### src/bad_sector_table_checker_core_assert.svh
// Assertion macros shared by the bad-sector table checker RTL.
`ifndef BAD_SECTOR_TABLE_CHECKER_CORE_ASSERT_SVH
`define BAD_SECTOR_TABLE_CHECKER_CORE_ASSERT_SVH

// Same-cycle implication, checked at every rising clock edge outside reset.
`define BSTC_ASSERT_NOW(label, ante, cons, msg) \
   label: assert property (@(posedge clock) disable iff (reset) (ante) |-> (cons)) \
      else $error(msg);

// Next-cycle implication, checked at every rising clock edge outside reset.
`define BSTC_ASSERT_NEXT(label, ante, cons, msg) \
   label: assert property (@(posedge clock) disable iff (reset) (ante) |=> (cons)) \
      else $error(msg);

`endif

### src/bstc_pkg.sv
// Types and constants of the bad-sector table checker.
`default_nettype none

package bstc_pkg;

   localparam int MAX_ENTRIES = 126;
   localparam int IDX_W       = $clog2(MAX_ENTRIES + 1);
   localparam int COUNT_W     = 7;
   localparam int ERR_W       = 9;

   localparam logic [15:0]      TABLE_MAGIC = 16'h4321;
   localparam logic [15:0]      END_WORD    = 16'hffff;
   localparam logic [ERR_W-1:0] ERR_MAX     = 9'd511;

   localparam logic OP_HEADER = 1'b0;
   localparam logic OP_ENTRY  = 1'b1;

   localparam logic [1:0] ST_HEADER  = 2'd0;
   localparam logic [1:0] ST_ENTRY   = 2'd1;
   localparam logic [1:0] ST_END     = 2'd2;
   localparam logic [1:0] ST_IGNORED = 2'd3;

   localparam logic [1:0] CSR_CYLINDERS = 2'd0;
   localparam logic [1:0] CSR_TRACKS    = 2'd1;
   localparam logic [1:0] CSR_SECTORS   = 2'd2;

   localparam logic [15:0] CYLINDERS_RESET = 16'd1024;
   localparam logic [8:0]  TRACKS_RESET    = 9'd16;
   localparam logic [8:0]  SECTORS_RESET   = 9'd63;

   typedef struct packed {
      logic        opcode;
      logic [15:0] cylinder;
      logic [15:0] track_sector;
      logic [15:0] header_flag;
      logic [15:0] header_zero_word;
   } req_word_type;

   typedef struct packed {
      logic [1:0]         item_status;
      logic               out_of_range;
      logic               out_of_order;
      logic               duplicate;
      logic               bad_flag;
      logic               bad_zero_word;
      logic [31:0]        sector_number;
      logic [COUNT_W-1:0] entry_count;
      logic [ERR_W-1:0]   error_count;
   } rsp_word_type;

   typedef struct packed {
      logic [15:0] cylinders_in_use;
      logic [8:0]  tracks_per_cylinder;
      logic [8:0]  sectors_per_track;
   } geometry_type;

   // One pass through the shared multiply-add unit: result = a * b + c.
   typedef struct packed {
      logic        en;
      logic [31:0] a;
      logic [8:0]  b;
      logic [7:0]  c;
   } mac_cmd_type;

endpackage

`default_nettype wire

### src/bstc_mac.sv
// Shared multiply-add unit with a registered 32-bit result.
`default_nettype none

module bstc_mac import bstc_pkg::*; (
   input  wire logic         clock,
   input  mac_cmd_type       cmd,
   output logic [31:0]       result
);

   logic [40:0] product;
   logic [40:0] sum;
   logic [31:0] result_ff;
   logic [31:0] result_in;

   always_comb begin
      product   = 41'(cmd.a) * 41'(cmd.b);
      sum       = product + 41'(cmd.c);
      // The linear sector number wraps modulo 2^32.
      result_in = sum[31:0];
   end

   always_ff @(posedge clock) begin
      if (cmd.en) begin
         result_ff <= result_in;
      end
   end

   assign result = result_ff;

endmodule

`default_nettype wire

### config.mk
export PLATFORM = sky130hd
export DESIGN_NAME = bstc_mac
export DESIGN_NICKNAME = d
export VERILOG_FILES = /design/src/bad_sector_table_checker_core_assert.svh /design/src/bstc_pkg.sv /design/src/bstc_mac.sv
export SDC_FILE = /design/constraint.sdc
export NUM_CORES = 1
export LEC_CHECK = 0
export BUFFER_PORTS_ARGS = -buffer_cell sky130_fd_sc_hd__buf_4
export CORE_MARGIN = 1
export CORE_UTILIZATION = 44
export DETAILED_ROUTE_END_ITERATION = 8
export MAX_ROUTING_LAYER = met4
export PLACE_DENSITY = 0.67
export SLEW_MARGIN = 20
export SYNTH_ARGS = -nofsm -noshare
export SYNTH_HDL_FRONTEND = slang
export SYNTH_SLANG_ARGS = --single-unit
### constraint.sdc
create_clock -name clock -period 12.2 [get_ports clock]
set_clock_uncertainty 0.1 [all_clocks]
set_input_delay 0.61 -clock clock [delete_from_list [all_inputs] [get_ports clock]]
set_output_delay 0.61 -clock clock [all_outputs]
set_load 0.01 [all_outputs]
# Word level (Yosys, flattened, before mapping)
# Cells that the tools add are included.
# W data, S select, Z words.
# classes
n_addsub	1
multipliers	1
n_div	0
order_cmp	0
n_eq_ne	0
n_shift	0
muxes	0
bitwise	0
reduce_logical	0
# op_table
op	n
$add A32 B8 Y32	1
$mul A32 B9 Y32	1
# word_totals
reg_bits	32
latch_bits	0
ramBits	0
mem_bits_ro	0
in_bits	51
elab_cells	3
mem_count	0

# Longest topological paths before layout
# depth
word_depth	2
ltp_mapped	18
ltp_nobuf	17

# Worst setup path after synthesis
# Ideal clock, no wire load.
# synth_timing
path_kind	input port to flip-flop
startpoint	input cmd[10] in the netlist's numbering
endpoint	register result_ff[29], in the netlist result[29] (data pin)
arrival_time_ns	5.465
t_required_ns	11.841
setup_slack_ns	6.376
cell_stages	16
n_path_buf	2
cell_sequence	clkbuf_1 buf_1 nand2_1 fa_1 inv_1 fa_1 fa_1 fa_1 ha_1 ha_1 o21a_1 o211a_1 a221o_1 o31a_1 a221o_1 a211o_1
# synth_via
elab_chain_len	2
# synth_lines
item	line	text
start: declaration	bstc_mac.sv:6	input mac_cmd_type cmd,
$mul A32 B9 Y32	bstc_mac.sv:16	product = 41'(cmd.a) * 41'(cmd.b);
$add A32 B8 Y32	bstc_mac.sv:17	sum = product + 41'(cmd.c);
via sum[29]	bstc_mac.sv:11	logic [40:0] sum;
end signal: assignment	bstc_mac.sv:24	result_ff <= result_in;
end: declaration	bstc_mac.sv:12	logic [31:0] result_ff;
# The timed path passes the listed nets, and every way through them passes these cells.
# A chain may end at the register's enable or synchronous reset.

# Worst setup path in the final report
# layout_timing
startpoint	input cmd[8] in the netlist's numbering
endpoint	register result_ff[29], in the netlist result[29] (data pin)
# The elaborated chain is that of the path after synthesis.

==> flow_summary.toml <==
[sta]
fmax_mhz = 169.3
slew_violations = 0
period_needed_ns = 5.908
tns_ns = 0
tightest_slew_ns = 0.4935
slew_headroom = 0.6687
rsz0062_at_grt = "false"
hold_ws_ns = 0.5217
setup_ws_ns = 6.292
hold_violations = 0
post-route-period-util = 0.4843
finalSetupViolCount = 0

[setup_path]
critPathKind = "input port to flop"
cp_data_required_time_ns = 12.13
crit_fanout = 32
start_kind = "input port"
endpoint_kind = "flop"
cp.arrival_ns = 5.84

[synth]
syn_nets = 1160
ys.flop_type = "edfxtp_1"
async_flop_share = 0
synth_edf_count = 32
synthCells = 856
ys_seq_elements = 32
synth.cell_area_mm2 = 0.008593
synth-warning-count = 0
ys_types = 56
syn_avg_cell_area_um2 = 10.04
seq_area_frac_synth = 0.1118

[routing]
dr_wl_met3_um = 771
drt_iter0_drc = 261
route.met2.wl_mm = 10.05
drc = 0
first_pass_iters = 4
wl_mm = 19.22
top_layer = "met4"
wl_met1_mm = 8.206
num_vias = 6123
vias_per_cell = 5.189
ant_nets = 0
wl_per_cell_um = 16.29

[clocking]
cts_buffers = 5
clock-sinks = 32
cts_buffer_depth = 2
cts_resized = 0
htree_levels = 2
cts_tree = "done"
cts_setup_buffers = 0
clk_pin_slew_ns = 0.05
cts_root_buffer = "clkbuf_16"
hold_buffers = 0

[pwr]
combPwrFrac = 0.835
ir_worst_vdd_mv = 0.3400
p_leak_nw = 4.589
internal-power_mw = 1.366
power_frac_seq = 0.112
power.density_mw_per_mm2 = 275.5
netSwitchingPower_mw = 1.278
finalPower_mw = 2.644
clkPwrFrac = 0.053
netSwitchingFraction = 0.4834

[job]
maxCapViolCount = 0

[worst_hold_path]
hold-path-cell-count = 2
hp-class = "input port to flop"

[floorplan]
core_area_mm2 = 0.01889
rows = 50
ios = 83
start_util = 0.4548
chipWidth_um = 141.8
die-area_mm2 = 0.02009
fp.dieH_um = 141.8

[global_routing]
first_global_vias = 6595
grt_max_degree = 33
antenna_found_initial = 0
grt_first_pass_wirelength_mm = 33.00
grtUsageTotal = 0.2143
grt_overflow = 0

[finish]
layout_commonest_cell = "fa_1"
area_growth_pct = 11.69
final_cell_mix = "fa_1 (183), and2_1 (146), nand2_1 (119)"
nets = 1223
drive_gt1_frac = 0.1043
num_antenna_cells = 0
final_core_util = 0.5080
largest_register_ffs = 32

[place]
port_buffers = 82
pre_cts_slack_ns = 6.025
place_congestion = 0.8374
post-dp-hpwl_mm = 15.62

[run_status]
status = "complete, no violations"
## power by group through the flow
| stage | clock network [mW] | logic [mW] | registers (mW) |
|---|---|---|---|
| global route | 0.149 | 2.50 | 0.301 |
| floorplan | 0 | 1.62 | 0.323 |
| finish | 0.141 | 2.21 | 0.295 |
| global placement | 0 | 2.19 | 0.299 |
| detailed placement | 0 | 2.22 | 0.297 |
| CTS | 0.145 | 2.24 | 0.297 |
## worst max-delay path: stages
cell and delay, ns:
buf_4 0.31, nand2_1 0.13, fa_1 0.55, inv_1 0.05
fa_1 0.49, inv_1 0.05, fa_1 0.52, inv_1 0.05
fa_1 0.49, fa_1 0.41, ha_1 0.24, a2111oi_0 0.40
o21ai_0 0.24, and3b_1 0.27, o31a_1 0.36, a221o_1 0.38
a211o_1 0.27
## Yosys cell counts (3+ instances only)
master,n,area (µm²)
o211ai_1,3,22.52
a31oi_1,4,25.02
a21oi_1,19,95.09
and2_1,146,913.4
a41oi_1,3,26.28
nand2_1,119,446.7
xnor2_1,32,280.3
a21o_1,8,60.06
a211oi_1,4,30.03
or3_1,3,18.77
clkbuf_1,24,90.09
o21ai_0,19,95.09
ha_1,70,875.8
nor2b_1,3,18.77
nor3_1,3,15.01
fa_1,183,3664
o31a_1,3,26.28
a21o_2,3,26.28
edfxtp_1,32,960.9
inv_1,104,390.4
nor2_1,18,67.56
o21a_1,5,37.54
nand4_1,3,18.77
xor2_1,5,43.79
## worst paths after layout
check              start          to  slack (ns)
setup / recovery  cmd[8]  result[29]        6.29
hold / removal    cmd[0]   result[0]        0.52
## layer usage
layer  vias to the layer above  global-route usage
li1                       2839                   -
met1                      3156              0.2755
met2                       112              0.3718
met3                        16             0.02497
met4                         0             0.03169
met5                         -                   -
## area by class of cell
type	instances	area (µm²)
Timing Repair Buffer	82	615.6
Clock buffer	5	125.1
Multi-Input combinational cell	694	7143
Sequential cell	32	960.9
Clock inverter	3	37.54
Fill cell	1811	9295
Tap cell	260	325.3
Inverter	104	390.4
## per-stage QoR
| stage | std cells | cell area, µm² |
|---|---|---|
| after CTS | 1180 | 9598 |
| after detailed placement | 1172 | 9435 |
| after global placement | 1172 | 9435 |
| after global routing | 1180 | 9598 |
| after floorplan | 856 | 8593 |
| final | 1180 | 9598 |
## cell families after synthesis
group	share of synthesized area
AOI/OAI and AO/OA	0.07440
buffers and inverters	0.05693
muxes	0.001165
xor gates and xnor gates	0.03771
and+or+nand+nor	0.1897
adders and majority gates	0.5282
DFF	0.1118
No activity file was read; power rests on OpenSTA's default activity.
