File: config.mk
export PLATFORM = sky130hd
export DESIGN_NAME = bstc_csr
export DESIGN_NICKNAME = d
export VERILOG_FILES = /design/src/bad_sector_table_checker_core_assert.svh /design/src/bstc_pkg.sv /design/src/bstc_csr.sv
export SDC_FILE = /design/constraint.sdc
export NUM_CORES = 1
export LEC_CHECK = 0
export CORE_ASPECT_RATIO = 1.5
export CORE_MARGIN = 8
export CORE_UTILIZATION = 35
export DETAILED_ROUTE_END_ITERATION = 12
export DONT_BUFFER_PORTS = 1
export SETUP_SLACK_MARGIN = 0.5
export SKIP_CTS_REPAIR_TIMING = 1
export SYNTH_ARGS = -nofsm -noshare
export SYNTH_HDL_FRONTEND = slang
export SYNTH_SLANG_ARGS = --single-unit
File: constraint.sdc
create_clock -name clock -period 2 [get_ports clock]
set_input_delay 0.2 -clock clock [delete_from_list [all_inputs] [get_ports clock]]
set_output_delay 0.2 -clock clock [all_outputs]
set_load 0.02 [all_outputs]
File: src/bad_sector_table_checker_core_assert.svh
// Assertion macros shared by the bad-sector table checker RTL.
`ifndef BAD_SECTOR_TABLE_CHECKER_CORE_ASSERT_SVH
`define BAD_SECTOR_TABLE_CHECKER_CORE_ASSERT_SVH

// Same-cycle implication, checked at every rising clock edge outside reset.
`define BSTC_ASSERT_NOW(label, ante, cons, msg) \
   label: assert property (@(posedge clock) disable iff (reset) (ante) |-> (cons)) \
      else $error(msg);

// Next-cycle implication, checked at every rising clock edge outside reset.
`define BSTC_ASSERT_NEXT(label, ante, cons, msg) \
   label: assert property (@(posedge clock) disable iff (reset) (ante) |=> (cons)) \
      else $error(msg);

`endif

File: src/bstc_pkg.sv
// Types and constants of the bad-sector table checker.
`default_nettype none

package bstc_pkg;

   localparam int MAX_ENTRIES = 126;
   localparam int IDX_W       = $clog2(MAX_ENTRIES + 1);
   localparam int COUNT_W     = 7;
   localparam int ERR_W       = 9;

   localparam logic [15:0]      TABLE_MAGIC = 16'h4321;
   localparam logic [15:0]      END_WORD    = 16'hffff;
   localparam logic [ERR_W-1:0] ERR_MAX     = 9'd511;

   localparam logic OP_HEADER = 1'b0;
   localparam logic OP_ENTRY  = 1'b1;

   localparam logic [1:0] ST_HEADER  = 2'd0;
   localparam logic [1:0] ST_ENTRY   = 2'd1;
   localparam logic [1:0] ST_END     = 2'd2;
   localparam logic [1:0] ST_IGNORED = 2'd3;

   localparam logic [1:0] CSR_CYLINDERS = 2'd0;
   localparam logic [1:0] CSR_TRACKS    = 2'd1;
   localparam logic [1:0] CSR_SECTORS   = 2'd2;

   localparam logic [15:0] CYLINDERS_RESET = 16'd1024;
   localparam logic [8:0]  TRACKS_RESET    = 9'd16;
   localparam logic [8:0]  SECTORS_RESET   = 9'd63;

   typedef struct packed {
      logic        opcode;
      logic [15:0] cylinder;
      logic [15:0] track_sector;
      logic [15:0] header_flag;
      logic [15:0] header_zero_word;
   } req_word_type;

   typedef struct packed {
      logic [1:0]         item_status;
      logic               out_of_range;
      logic               out_of_order;
      logic               duplicate;
      logic               bad_flag;
      logic               bad_zero_word;
      logic [31:0]        sector_number;
      logic [COUNT_W-1:0] entry_count;
      logic [ERR_W-1:0]   error_count;
   } rsp_word_type;

   typedef struct packed {
      logic [15:0] cylinders_in_use;
      logic [8:0]  tracks_per_cylinder;
      logic [8:0]  sectors_per_track;
   } geometry_type;

   // One pass through the shared multiply-add unit: result = a * b + c.
   typedef struct packed {
      logic        en;
      logic [31:0] a;
      logic [8:0]  b;
      logic [7:0]  c;
   } mac_cmd_type;

endpackage

`default_nettype wire

File: src/bstc_csr.sv
// Disk geometry registers written through the plain write port.
`default_nettype none

module bstc_csr import bstc_pkg::*; (
   input  wire logic         clock,
   input  wire logic         reset,
   input  wire logic         csr_wr_en,
   input  wire logic [1:0]   csr_index,
   input  wire logic [15:0]  csr_wr_data,
   output geometry_type      geometry
);

   geometry_type geo_ff;
   geometry_type geo_in;

   always_comb begin
      geo_in = geo_ff;
      if (csr_wr_en) begin
         unique case (csr_index)
            CSR_CYLINDERS: geo_in.cylinders_in_use    = csr_wr_data;
            CSR_TRACKS:    geo_in.tracks_per_cylinder = csr_wr_data[8:0];
            CSR_SECTORS:   geo_in.sectors_per_track   = csr_wr_data[8:0];
            default:       geo_in = geo_ff;
         endcase
      end
   end

   always_ff @(posedge clock) begin
      if (reset) begin
         geo_ff.cylinders_in_use    <= CYLINDERS_RESET;
         geo_ff.tracks_per_cylinder <= TRACKS_RESET;
         geo_ff.sectors_per_track   <= SECTORS_RESET;
      end else begin
         geo_ff <= geo_in;
      end
   end

   assign geometry = geo_ff;

endmodule

`default_nettype wire

; After elaboration in Yosys (flattened, before gate mapping)
; Index checks and enable logic that the tools add are counted.
[op_classes]
n_eq_ne = 2
reduce_logical = 4
[op_table]
columns = operator, n
row1 = 2-bit AND reduction, 3
row2 = 2-bit by 1-bit equality test with 1-bit output (second input constant), 1
row3 = 2-bit equality test (second input constant), 1
row4 = 2-bit zero test, 1
[totals]
register_bits = 34
in_bits = 21
output_inout_bits = 34
word_cells = 9

; Longest topological paths before layout
; Gate-level depths: netlist (run 1).
[depth]
word_depth = 2
depth_mapped = 4
mapped_depth_nobuf = 2

; Worst setup path before layout (run 1)
; OpenSTA, ideal clock, no wires.
[synth_timing]
path_kind = input to register
startpoint = input csr_index[0]
endpoint = register geo_ff, in the netlist geometry[24]
setup_time_ns = 0.072
t_arrival_ns = 0.826
slack_ns = 1.103
path_stages = 4
n_path_buf = 2
cell_sequence = nor3b_2 buf_6 buf_12 mux2i_1
[synth_via]
elab_chain_len = 2
[synth_lines]
columns = item, line_no
row1 = "start, declared", bstc_csr.sv:8  ; input wire logic [1:0] csr_index,
row2 = 2-bit zero test, bstc_csr.sv:19  ; unique case (csr_index)
row3 = 2-bit AND reduction (no source line), --
row4 = "end signal, assigned", bstc_csr.sv:34  ; geo_ff <= geo_in;
row5 = "end, declared", bstc_csr.sv:13  ; geometry_type geo_ff;
; No other way between the ends.
; A chain may end at the register's enable or synchronous reset.

; Worst setup path after layout (run 1)
[layout_timing]
startpoint = input csr_index[0]
endpoint = register geo_ff, in the netlist geometry[19]
; The elaborated chain is that of the path after synthesis.

==> metrics.cfg, run 1 <==
[run_status]
outcome=completed

[setup_path]
crit_path_cell_trace=nor3b_4, buf_4, mux2i_1
required_ns=2.20
worst_r2r_path_depth=2
critical-path-max-stage-delay_ns=0.41
crit_family=simple AND/OR/NAND/NOR gates
cp_data_arrival_time_ns=1.14
cp_num_cells=3
crit_start=csr_index[0]
start_kind=input pin
cp_max_fo=11
crit_slowest_cell=nor3b_4
endpoint_kind=register
reg2reg_from=geometry[10]
worstSetupPathType=in -> reg
crit_buf_inv=1

[drt]
num_vias=889
wirelength_um=3050
vias_per_cell=4.94
drt-pass1-iter-count=4
wire_per_inst_um=16.9
drt_iter0_drc=9
drc=0
drtAntennaViolNets=0

[logic_synthesis]
synth_edf_count=0
synth_seq_area_share_pct=47.5
synth-simple-area-share_pct=23.7
syn_avg_cell_area_sq_um=10.5
synth_common_cells=nand2b_1 (41), dfxtp_1 (34), mux2i_1 (34)
ys_types=11
synth.most_common_cell=nand2b_1
synthAdderAreaFrac_pct=0
synth_compound_area_share_pct=0
yosys_warnings=0
synth_area_leaders=dfxtp_1 (47%), mux2i_1 (24%), nand2b_1 (18%), nor2_1 (3.9%), buf_12 (1.4%)
synth_xor_area_share_pct=0
syn_nets=158
ys.flop_type=dfxtp_1
ys_ff_latch=34
synth_mux_area_share_pct=23.7
netlist.top_cell.by_area=dfxtp_1
synth_top_family_by_area=multiplexers
syn-cell-area_sq_um=1430
netlist.area_leader.share_pct=47.5
syn_inst=137
synth-async-reset-ratio_pct=0

[timing]
fmax_ghz=1.06
slew_headroom_pct=56.7
rsz0062_at_grt=no
skew_ns=0
finalSetupTns_ns=0
fin_crit_sh_pct=47.4
drv_slew=0
setup_viol=0
hold_viol=0
tightestPinTransition_ns=0.648
fin_crit_ns=0.947

[clocking]
root_buffer=clkbuf_8
htreeDepth=2
cts_tree=done
clk_pin_slew_ns=0.06
cts.sinks=34
clk_latency_ns=0.27
cts_buffer_depth=2
cts_buffers=5

[layout]
regArea_sq_um=681
drive_gt1_share_pct=5.19
fin_util_pct=38.1
largest_register_ffs=34
final_cells=180
nNetsFinal=156
area_growth_pct=5.15
n_fill_cell=397
multi_input_area_sq_um=687
diodes=0

[grt]
grt_use_total_pct=9.97
grt_max_degree=57
grt_overflow_total=0
grt_pass1_wl_um=4770
antenna_found_initial=0
grt_pass1_vias=957

[placement]
io_buffers=0
gp_congestion=0.720
dp_hpwl_um=2290
placedCellCount=173

[worst_hold_path]
hold_path_depth=2
min_from=csr_wr_data[4]
hp-class=in -> reg

[power]
internal_power_w=0.000984
p_clk_share_pct=35.6
p_seq_share_pct=58.6
powerDensity_nw_per_um2=847
p_sw_share_pct=23.0
combPwrFrac_pct=5.8
ir_drop_uv=475
p_switching_w=0.000294
leakage_nw=0.629

[die]
initial_core_util_pct=36.2
die_h_um=94.4
ios=55
die-area_sq_um=6440
fp-row-count=28
core_sq_um=3960
fp.dieW_um=68.3

[run]
cap_violations=0

[stage by stage]
stage	total power, W	hold WS [ns]	area, sq um	worst slack (ns)
CTS	0.00130	0.0627	1510	1.02
global placement	0.000838	0.357	1430	0.772
finish	0.00128	0.0759	1510	1.05
global route	0.00133	0.0708	1510	0.987
floorplan	0.000839	0.355	1430	1.10
detailed placement	0.000841	0.363	1430	0.710
[cells in the final DEF, fill, tap and decap left out]
cell,instances
nor2_1,15
clkbuf_1,2
clkbuf_8,5
mux2i_1,34
nor3b_4,1
dfxtp_1,34
nand3b_1,2
buf_4,1
nand2b_1,41
[routing by layer]
metal,global-route usage [%],up-vias,routed length [um]
li1,-,441,-
met1,9.35,408,1070
met2,17.0,34,1570
met3,5.22,6,336
met4,5.15,0,65
met5,0,-,0
[path summary, 6_finish.rpt]
path	slack (ns)	endpoint
worst max register to register	1.21	geometry[10]
worst min-delay path	0.08	geometry[22]
worst min register to register	0.58	geometry[31]
worst max-delay path	1.05	geometry[19]
[kinds of logic after synthesis]
logic type / after synthesis
buffers and inverters: 10
muxes: 34
and+or+nand+nor: 59
DFF: 34
[power groups by stage]
stage	sequential [W]	combinational, W	clock [W]
floorplan	0.000758	0.0000810	0
global placement	0.000765	0.0000732	0
detailed placement	0.000765	0.0000756	0
CTS	0.000750	0.0000756	0.000478
global route	0.000752	0.0000819	0.000501
finish	0.000748	0.0000738	0.000455
[area by class of cell]
class	instances	share of cell area, %
repair buffers	1	0.498
flip-flops and latches	34	45.1
multi-input cells	93	45.6
clock buffers	7	5.06
well taps	45	3.73
No activity file was read; power rests on OpenSTA's default activity.
==> run 2: changes to the inputs <==
--- a/config.mk
+++ b/config.mk
@@ -5,6 +5,7 @@
 export SDC_FILE = /design/constraint.sdc
 export NUM_CORES = 1
 export LEC_CHECK = 0
+export ABC_AREA = 1
 export CORE_ASPECT_RATIO = 1.5
 export CORE_MARGIN = 8
 export CORE_UTILIZATION = 35
==> constraint.sdc (replaced) <==
create_clock -name clock -period 0.8 [get_ports clock]
set_input_delay 0.08 -clock clock [delete_from_list [all_inputs] [get_ports clock]]
set_output_delay 0.08 -clock clock [all_outputs]
set_load 0.02 [all_outputs]
==> run 2 against run 1 <==
Effect of this change:
- the flow now finishes with violations (negative hold slack, negative setup slack)
- non-clock buffer count up 7
- hold slack worse by 0.16 ns
- clock skew unchanged
- largest power group unchanged
- clock power rose to 3.4 times the previous value
- highest routed layer unchanged
==> metrics.cfg, run 2 <==
[timing]
fin_ws_ns=-0.0296
rsz0062_at_grt=yes
drv_slew=0
worst_hold_slack_ns=-0.0812
tightestPinTransition_ns=0.284
skew_ns=0
finalSetupTns_ns=-0.0869
fin_crit_ns=0.830
setup_viol=3
slew_headroom_pct=81.0
hold_viol=34
fmax_ghz=1.21
fin_crit_sh_pct=104

[setup_path]
critical-path-max-stage-delay_ns=0.35
start_kind=register
crit_family=flip-flops
crit_path_cell_trace=buf_6
endpoint_kind=primary output
cp_data_arrival_time_ns=0.75
required_ns=0.72
cp_max_fo=2
worstSetupPathType=reg -> out
reg2reg_slack_ns=0.04
crit_buf_inv=1
crit_slowest_cell=dfxtp_4

[die]
fp.dieW_um=69.2
ios=55
core_sq_um=4140
fp-row-count=29
initial_core_util_pct=35.9
die-area_sq_um=6620
die_h_um=95.8

[logic_synthesis]
netlist.top_cell.by_area=dfxtp_1
synth_seq_area_share_pct=45.9
yosys_warnings=0
syn-cell-area_sq_um=1480
synth_edf_count=0
ys_ff_latch=34
syn_avg_cell_area_sq_um=7.10
synth_common_cells=nand2_1 (45), nor2_1 (37), dfxtp_1 (34)
netlist.area_leader.share_pct=45.9
syn_inst=209
ys_types=18
synth_area_leaders=dfxtp_1 (46%), nand2_1 (11%), nor2_1 (9.4%), nand3_1 (8.1%), inv_1 (6.6%)
synth.most_common_cell=nand2_1
synth-async-reset-ratio_pct=0
syn_nets=230
ys.flop_type=dfxtp_1

[drt]
wl_met2_um=1750
num_vias=1246
drtAntennaViolNets=0
wire_per_inst_um=14.6
vias_per_cell=4.85
top_layer_used=met4
wirelength_um=3750
wl_met3_um=384
drt_iter0_drc=86
drt-pass1-iter-count=4
routedLengthMet1_um=1560
drc=0

[layout]
final_cell_mix=nand2_1 (38), nor2_1 (37), dfxtp_4 (34), inv_1 (16)
final_cells=257
drive_gt1_share_pct=45.0
n_fill_cell=433
nNetsFinal=231
area_growth_pct=27.2
diodes=0
final_common_cell=nand2_1
postLayoutCellArea_sq_um=1890
largest_register_ffs=34

[power]
powerDensity_nw_per_um2=2020
leakage_nw=0.840
total_power_w=0.00382
ir_drop_uv=1300

[worst_hold_path]
hp-class=in -> reg

[run_status]
failed_checks=negative hold slack, negative setup slack
outcome=finished, violations left

[placement]
dpl-instance-area_sq_um=1660
gp_congestion=0.648
dp_hpwl_um=2660
placedCellCount=248
io_buffers=0

[clocking]
clk_latency_ns=0.28
cts_buffers=5
cts.sinks=34
htreeDepth=2
cts_tree=done
clk_pin_slew_ns=0.07
cts_buffer_depth=2
root_buffer=clkbuf_8

[grt]
grt_pass1_vias=1140
grt_overflow_total=0
grt_use_total_pct=11.0
grt_pass1_wl_um=5870
grt_max_degree=42
antenna_found_initial=0

[run]
cap_violations=0

-- run 2: worst paths after layout --
| path | cells past startpoint | endpoint | startpoint |
|---|---|---|---|
| worst min-delay path | 2 | geometry[9] | csr_wr_data[0] |
| worst max register to register | 5 | geometry[6] | geometry[6] |
| worst max-delay path | 1 | geometry[6] | geometry[6] |
| worst min register to register | 2 | geometry[28] | geometry[28] |
-- run 2: where the power goes --
group / internal (W) / total, W / leakage, nW / switching, W
registers: 0.00174 / 0.00191 / 0.297 / 0.000173
clock network: 0.000932 / 0.00154 / 0.0524 / 0.000612
logic: 0.000163 / 0.000366 / 0.491 / 0.000203
-- run 2: cell type report --
type	count	area (sq um)	share of cell area, %
sequential	34	808	42.8
multi-input combinational	132	711	37.6
inverter	29	109	5.77
timing repair buffer	8	96.3	5.10
clock buffer	7	76.3	4.04
tap	46	57.6	3.05
clock inverter	1	30.0	1.59
-- run 2: per-stage QoR --
step           worst slack [ns]  util, %
6_report                -0.0296     45.6
5_1_grt                 -0.0527     45.6
4_1_cts                 -0.0605     42.8
3_5_place_dp              0.122     40.2
3_3_place_gp              0.140     40.2
2_1_floorplan            0.0524        -
-- run 2: cells by family after synthesis --
group	after synthesis	share of synthesized area (%)
compound gates	15	5.06
flops	34	45.9
buf+inv	43	14.2
simple gates	117	34.8
-- run 2: metal layers --
metal  track usage (%)  vias to the layer above
met5                 0                        -
met4              4.63                        0
met3              5.78                        6
met2              17.0                       39
met1              12.4                      557
li1                  -                      644
